## src/rtl/fis_pkg.sv

```systemverilog
`default_nettype none
// ----------------------------------------------------------------------------
// fis_pkg
// Shared types and helpers for the fitness index sorter.
// ----------------------------------------------------------------------------
package fis_pkg;

    localparam int unsigned KEY_W = 64;
    localparam int unsigned IDX_W = 6;

    typedef enum logic [1:0] {
        ST_LOAD,
        ST_DRAIN,
        ST_EMIT
    } state_t;

    // Control from the top level to every cell.
    typedef struct packed {
        logic ins;    // insert a new entry this cycle
        logic shift;  // shift the row one place towards cell 0
        logic clear;  // drop all entries
    } cell_ctl_t;

    // Sign fold: ordered doubles compare as unsigned numbers.
    function automatic logic [KEY_W-1:0] fold_key(input logic [KEY_W-1:0] bits);
        logic [KEY_W-1:0] k;
        if (bits[KEY_W-1]) begin
            k = ~bits;
        end else begin
            k = bits | {1'b1, {(KEY_W-1){1'b0}}};
        end
        return k;
    endfunction

endpackage
`default_nettype wire

```

## src/rtl/fis_cell.sv

```systemverilog
`default_nettype none
// ----------------------------------------------------------------------------
// fis_cell
// One slot of the sorted row. On insert the cell keeps its entry, takes the
// new one, or takes its left neighbour's, so the row stays sorted and stable.
// ----------------------------------------------------------------------------
module fis_cell (
    input  wire logic                          aclk,
    input  wire logic                          aresetn,
    input  wire fis_pkg::cell_ctl_t            ctl,
    input  wire logic [fis_pkg::KEY_W-1:0]     new_bits,
    input  wire logic [fis_pkg::IDX_W-1:0]     new_idx,
    input  wire logic                          left_valid,
    input  wire logic                          left_gt,    // left holds key > new
    input  wire logic [fis_pkg::KEY_W-1:0]     left_bits,
    input  wire logic [fis_pkg::IDX_W-1:0]     left_idx,
    input  wire logic                          right_valid,
    input  wire logic [fis_pkg::KEY_W-1:0]     right_bits,
    input  wire logic [fis_pkg::IDX_W-1:0]     right_idx,
    output logic                               valid,
    output logic                               gt,         // own key > new
    output logic [fis_pkg::KEY_W-1:0]          bits,
    output logic [fis_pkg::IDX_W-1:0]          idx
);

    logic                      valid_reg, valid_next;
    logic [fis_pkg::KEY_W-1:0] bits_reg, bits_next;
    logic [fis_pkg::IDX_W-1:0] idx_reg, idx_next;

    assign gt = valid_reg &&
                (fis_pkg::fold_key(bits_reg) > fis_pkg::fold_key(new_bits));

    always_comb begin
        valid_next = valid_reg;
        bits_next  = bits_reg;
        idx_next   = idx_reg;
        priority if (ctl.clear) begin
            valid_next = 1'b0;
        end else if (ctl.shift) begin
            valid_next = right_valid;
            bits_next  = right_bits;
            idx_next   = right_idx;
        end else if (ctl.ins) begin
            if (gt) begin
                // displaced: take left entry if it also moves, else the new one
                if (left_valid && left_gt) begin
                    bits_next = left_bits;
                    idx_next  = left_idx;
                end else begin
                    bits_next = new_bits;
                    idx_next  = new_idx;
                end
            end else if (!valid_reg) begin
                valid_next = 1'b1;
                if (left_valid && left_gt) begin
                    bits_next = left_bits;
                    idx_next  = left_idx;
                end else if (!left_valid) begin
                    valid_next = 1'b0;
                end else begin
                    bits_next = new_bits;
                    idx_next  = new_idx;
                end
            end
        end
    end

    always_ff @(posedge aclk) begin
        if (!aresetn) begin
            valid_reg <= 1'b0;
        end else begin
            valid_reg <= valid_next;
        end
        bits_reg <= bits_next;
        idx_reg  <= idx_next;
    end

    assign valid = valid_reg;
    assign bits  = bits_reg;
    assign idx   = idx_reg;

endmodule
`default_nettype wire

```

## config.mk

```make
export PLATFORM = sky130hd
export DESIGN_NAME = fis_cell
export DESIGN_NICKNAME = d
export VERILOG_FILES = /design/src/rtl/fis_pkg.sv /design/src/rtl/fis_cell.sv
export SDC_FILE = /design/constraint.sdc
export NUM_CORES = 1
export LEC_CHECK = 0
export ABC_AREA = 1
export BUFFER_PORTS_ARGS = -buffer_cell sky130_fd_sc_hd__buf_2
export CORE_UTILIZATION = 48
export DETAILED_ROUTE_END_ITERATION = 8
export GPL_ROUTABILITY_DRIVEN = 0
export PLACE_DENSITY = 0.82
export SETUP_SLACK_MARGIN = 0.02
export SLEW_MARGIN = 20
export SYNTH_ARGS = -nofsm -noshare
export SYNTH_HDL_FRONTEND = slang
export SYNTH_SLANG_ARGS = --single-unit
```

## constraint.sdc

```tcl
create_clock -name aclk -period 7.57 [get_ports aclk]
set_input_delay 0.757 -clock aclk [delete_from_list [all_inputs] [get_ports aclk]]
set_output_delay 0.757 -clock aclk [all_outputs]
set_load 0.02 [all_outputs]
```

Yosys cells after proc, flatten, opt, wreduce, memory -nomap -nowiden
Index checks and enable logic that the tools add are counted.
W data, S select, Z words.
- register bits: 71
- word-level logic and storage cells: 39
- magnitude comparators: 1
- equal/unequal tests: 2
- multiplexer cells: 22
- bitwise operators: 4
- reductions and logical operators: 7
- operators by type and width (cell ; count):
    $mux W64 ; 9
    $not A64 Y64 ; 2
    $gt A64 B64 Y1 ; 1
    $mux W6 ; 7
    $mux W1 ; 6
    $reduce_and A4 Y1 ; 1
    $reduce_bool A4 Y1 ; 1
    $ne A3 B3 Y1 const B ; 1
    $logic_and A1 B1 Y1 ; 2
    $ne A2 B2 Y1 const B ; 1
    $not A1 Y1 ; 2
    $reduce_and A2 Y1 ; 1
    $reduce_bool A2 Y1 ; 1
    $reduce_or A2 Y1 ; 1

Logic depth before layout (Yosys ltp)
- word-level depth: 7
- mapped depth: 20
- mapped depth without buffers: 18

Least setup slack after synthesis
OpenSTA, ideal clock, no wires.
- path kind: in2reg
- start: in new_bits[63] (netlist bit)
- end: reg bits_reg (netlist bit bits[0]), enable pin
- library setup time: 522 ps
- arrival time: 5679 ps
- setup slack: 1369 ps
- stages: 14
- path buffers: 2
- cells stage by stage: buf_2 buf_2 xnor2_1 ha_1 nand2_2 nor2_4 nand2_2 nor3b_2 nand2_1 clkinv_1 nand2_1 nand2_2 nand2_1 a21oi_1
- word-level cells in the longest chain between the ends: 6
- ends and longest elaborated chain (element ; RTL line ; source):
    start: declaration ; fis_cell.sv:11 ; input wire logic [fis_pkg::KEY_W-1:0] new_bits,
    $not A64 Y64 ; fis_pkg.sv:28 ; k = ~bits;
    $mux W64 * ; fis_pkg.sv:27 ; if (bits[KEY_W-1]) begin
    $gt A64 B64 Y1 * ; fis_cell.sv:31 ; (fis_pkg::fold_key(bits_reg) > fis_pkg::fold_key(new_bits));
    $logic_and A1 B1 Y1 * ; fis_cell.sv:30 ; assign gt = valid_reg &&
    $ne A3 B3 Y1 (no source line) / $reduce_bool A4 Y1 (equally long branches) ; -- ;
    $reduce_and A4 Y1 (no source line) * ; -- ;
    end signal: assignment ; fis_cell.sv:74 ; bits_reg <= bits_next;
    end: declaration ; fis_cell.sv:27 ; logic [fis_pkg::KEY_W-1:0] bits_reg, bits_next;
Every way passes the cells marked *; elsewhere a longest branch is shown, timed or not.
A chain may end at the register's enable or synchronous reset.

Worst setup path in the final report
- start: in new_bits[63] (netlist bit)
- end: reg bits_reg (netlist bit bits[3]), enable pin
The elaborated chain is that of the path after synthesis.

==> flow_metrics.env <==
export IMPL_outcome="complete, no violations"
export IMPL_endpoint="bits[3]"
export IMPL_gr_total_overflow=0
export IMPL_synth_area_sq_mm=0.00621
export IMPL_antenna_found_initial=0
export IMPL_synth_ff_latch_count=71
export IMPL_areaGrowthSynthToFinish_pct=29.8
export IMPL_grt_start_max_net_pins=82
export IMPL_root_buffer="clkbuf_16"
export IMPL_rsz0062_at_grt="no"
export IMPL_ys_types=29
export IMPL_synthArstFlopShare=0
export IMPL_die_h_um=116
export IMPL_synth_top_cells_by_area="edfxtp_1 34%, ha_1 13%, nand2_1 12%"
export IMPL_synth_top_flop_cell="edfxtp_1"
export IMPL_power_switching_mw=0.444
export IMPL_swShare=0.326
export IMPL_setup_tns_ns=0
export IMPL_viasPerCell=5.12
export IMPL_clk_pin_slew_ns=0.06
export IMPL_die_x_um=116
export IMPL_fin_util=0.639
export IMPL_place_hpwl_um=13000
export IMPL_postCtsSetupBuffers=0
export IMPL_relSlewSlack=0.322
export IMPL_rrSetupSlack_ns=3.94
export IMPL_cts_tree="built"
export IMPL_synth_nets=1035
export IMPL_crit_fanout=65
export IMPL_synth_area_per_cell_sq_um=8.25
export IMPL_layout_nets=1298
export IMPL_postCtsHoldBufs=0
export IMPL_syn_inst=753
export IMPL_grt_pass1_vias=5565
export IMPL_detail_route_wl_per_cell_um=14.1
export IMPL_n_antenna_cell=0
export IMPL_synth_common_cells="206 x nand2_1, 87 x nor2_1, 71 x a31oi_1"
export IMPL_pwr_share_comb=0.337
export IMPL_grt_pass1_wl_um=25900
export IMPL_drtAntennaViolNets=0
export IMPL_final_hold_violation_count=0
export IMPL_seq_area_sq_mm=0.00212
export IMPL_p_per_area_mw_per_mm2=169
export IMPL_hold_class="flip-flop to flip-flop"
export IMPL_finClkSkew_ns=0.00904
export IMPL_vias=6107
export IMPL_std_cell_rows=41
export IMPL_seq_power_share=0.356
export IMPL_clockBufferDepth=2
export IMPL_clock_latency_ns=0.34
export IMPL_drive_gt1_frac=0.322
export IMPL_grtUsageTotal=0.251
export IMPL_worstSetupEndpointType="flip-flop"
export IMPL_clock_sinks=71
export IMPL_yosysMostFrequentCell="nand2_1"
export IMPL_setup_violations=0
export IMPL_leakage_nw=3.78
export IMPL_power_mw=1.36
export IMPL_wl_um=16900
export IMPL_crit_type="input port to flip-flop"
export IMPL_die_area_sq_mm=0.0134
export IMPL_cts_resized=0
export IMPL_internal_power_mw=0.918
export IMPL_cp_start_kind="input port"
export IMPL_drt_iter0_drc=326
export IMPL_multi_input_area_sq_mm=0.00385
export IMPL_fillers=1116
export IMPL_seq_area_frac_synth=0.342
export IMPL_synth_area_leader_cell="edfxtp_1"
export IMPL_drv_cap=0
export IMPL_fin_crit_sh=0.531
export IMPL_synth_edf_count=70
export IMPL_irDropWorstVdd_v=0.000154
export IMPL_ioPinCount=290
export IMPL_drv_slew=0
export IMPL_core_area_sq_mm=0.0126
export IMPL_r2r_start="bits[63]"
export IMPL_p_clk_frac=0.306
export IMPL_place_area_sq_mm=0.00777
export IMPL_cts_max_level=3
export IMPL_design_area_sq_mm=0.00806
export IMPL_placed_cells=1177
export IMPL_rr_worst_depth=14
export IMPL_dr_pass1_iters=5
export IMPL_cp_data_required_time_ns=7.56
export IMPL_synth_top_area_share=0.338
export IMPL_initial_core_util=0.492
export IMPL_largest_reg_flops=64
export IMPL_tightest_slew_ns=1.02
export IMPL_final_cells=1193
export IMPL_fin_crit_ns=4.02
export IMPL_cts_buffers=9
export IMPL_fmax_mhz=249
export IMPL_drcViolationCount=0
export IMPL_cp_startpoint="new_bits[63]"
export IMPL_rr_endpoint="bits[3]"
export IMPL_yosys_warnings=0
export IMPL_numPortBuffers=289
export IMPL_arrival_ns=4.00
[how the worst min path moves through the flow]
| stage | endpoint | start | slack (ns) | cells past startpoint |
|---|---|---|---|---|
| 2_1_floorplan | valid | valid | 0.56 | 2 |
| 3_3_place_gp | valid | valid | 0.48 | 2 |
| 3_5_place_dp | valid | valid | 0.50 | 2 |
| 4_1_cts | valid | valid | 0.51 | 2 |
| 5_1_grt | valid | valid | 0.53 | 2 |
| 6_report | valid | valid | 0.50 | 2 |
[layout make-up]
class	instances	share of cell area
Clock buffer	9	0.0279
Timing Repair Buffer	295	0.188
Tap cell	172	0.0267
Multi-Input combinational cell	620	0.477
Sequential cell	71	0.263
Inverter	19	0.00947
Clock inverter	7	0.00791
[power by group through the flow]
| stage | clock (mW) | sequential (mW) | combinational, mW |
|---|---|---|---|
| floorplan | 0 | 0.527 | 0.273 |
| global placement | 0 | 0.493 | 0.446 |
| detailed placement | 0 | 0.494 | 0.461 |
| CTS | 0.423 | 0.486 | 0.464 |
| global route | 0.441 | 0.488 | 0.521 |
| finish | 0.417 | 0.486 | 0.460 |
[routing by layer]
layer	wire length [um]	vias to the layer above	GRT usage
li1	-	3078	-
met1	6860	2769	0.281
met2	8600	230	0.461
met3	1020	30	0.0507
met4	392	0	0.107
met5	0	-	0
[through the flow]
stage / setup WS (ns) / hold slack (ns)
after global placement: 2.88 / 0.481
final: 3.55 / 0.497
after detailed placement: 3.16 / 0.495
after floorplan: 1.37 / 0.563
after global routing: 3.15 / 0.534
after CTS: 3.52 / 0.505
[worst max-delay path, stage by stage]
cell	delay (ns)
buf_4	0.75
xnor2_1	0.15
ha_1	0.34
nand2_1	0.07
nor2_1	0.17
nand2_2	0.10
a21oi_1	0.13
nor2_1	0.07
nand2_1	0.06
nand2_1	0.05
nand2_2	0.06
nand2_1	0.10
a21oi_4	0.59
buf_4	0.54
[cells in the final DEF, fill, tap and decap left out, drive strengths merged]
| cell | n |
|---|---|
| nand2 | 211 |
| o21ai | 7 |
| a31oi | 71 |
| nor2 | 90 |
| nand4 | 5 |
| buf | 295 |
| o21a | 4 |
| ha | 64 |
| a21oi | 35 |
| xor2 | 63 |
| nand3 | 3 |
| clkbuf | 9 |
| inv | 17 |
| clkinvlp | 2 |
| xnor2 | 63 |
| clkinv | 6 |
| nor3b | 1 |
| a21o | 1 |
| edfxtp | 70 |
| bufinv | 1 |
| o21bai | 1 |
| dfxtp | 1 |
| nor3 | 1 |
[cell families (layout without fill, tap and decap cells)]
logic type                 count (synthesis)  in the layout  share of synthesized area
adders and majority gates                 64             64                      0.129
buffers and inverters                     62            330                     0.0415
xor gates and xnor gates                 126            126                      0.178
AOI/OAI and AO/OA                        119            119                      0.113
DFF                                       71             71                      0.342
and+or+nand+nor                          311            311                      0.197
No activity file was read; power rests on OpenSTA's default activity.
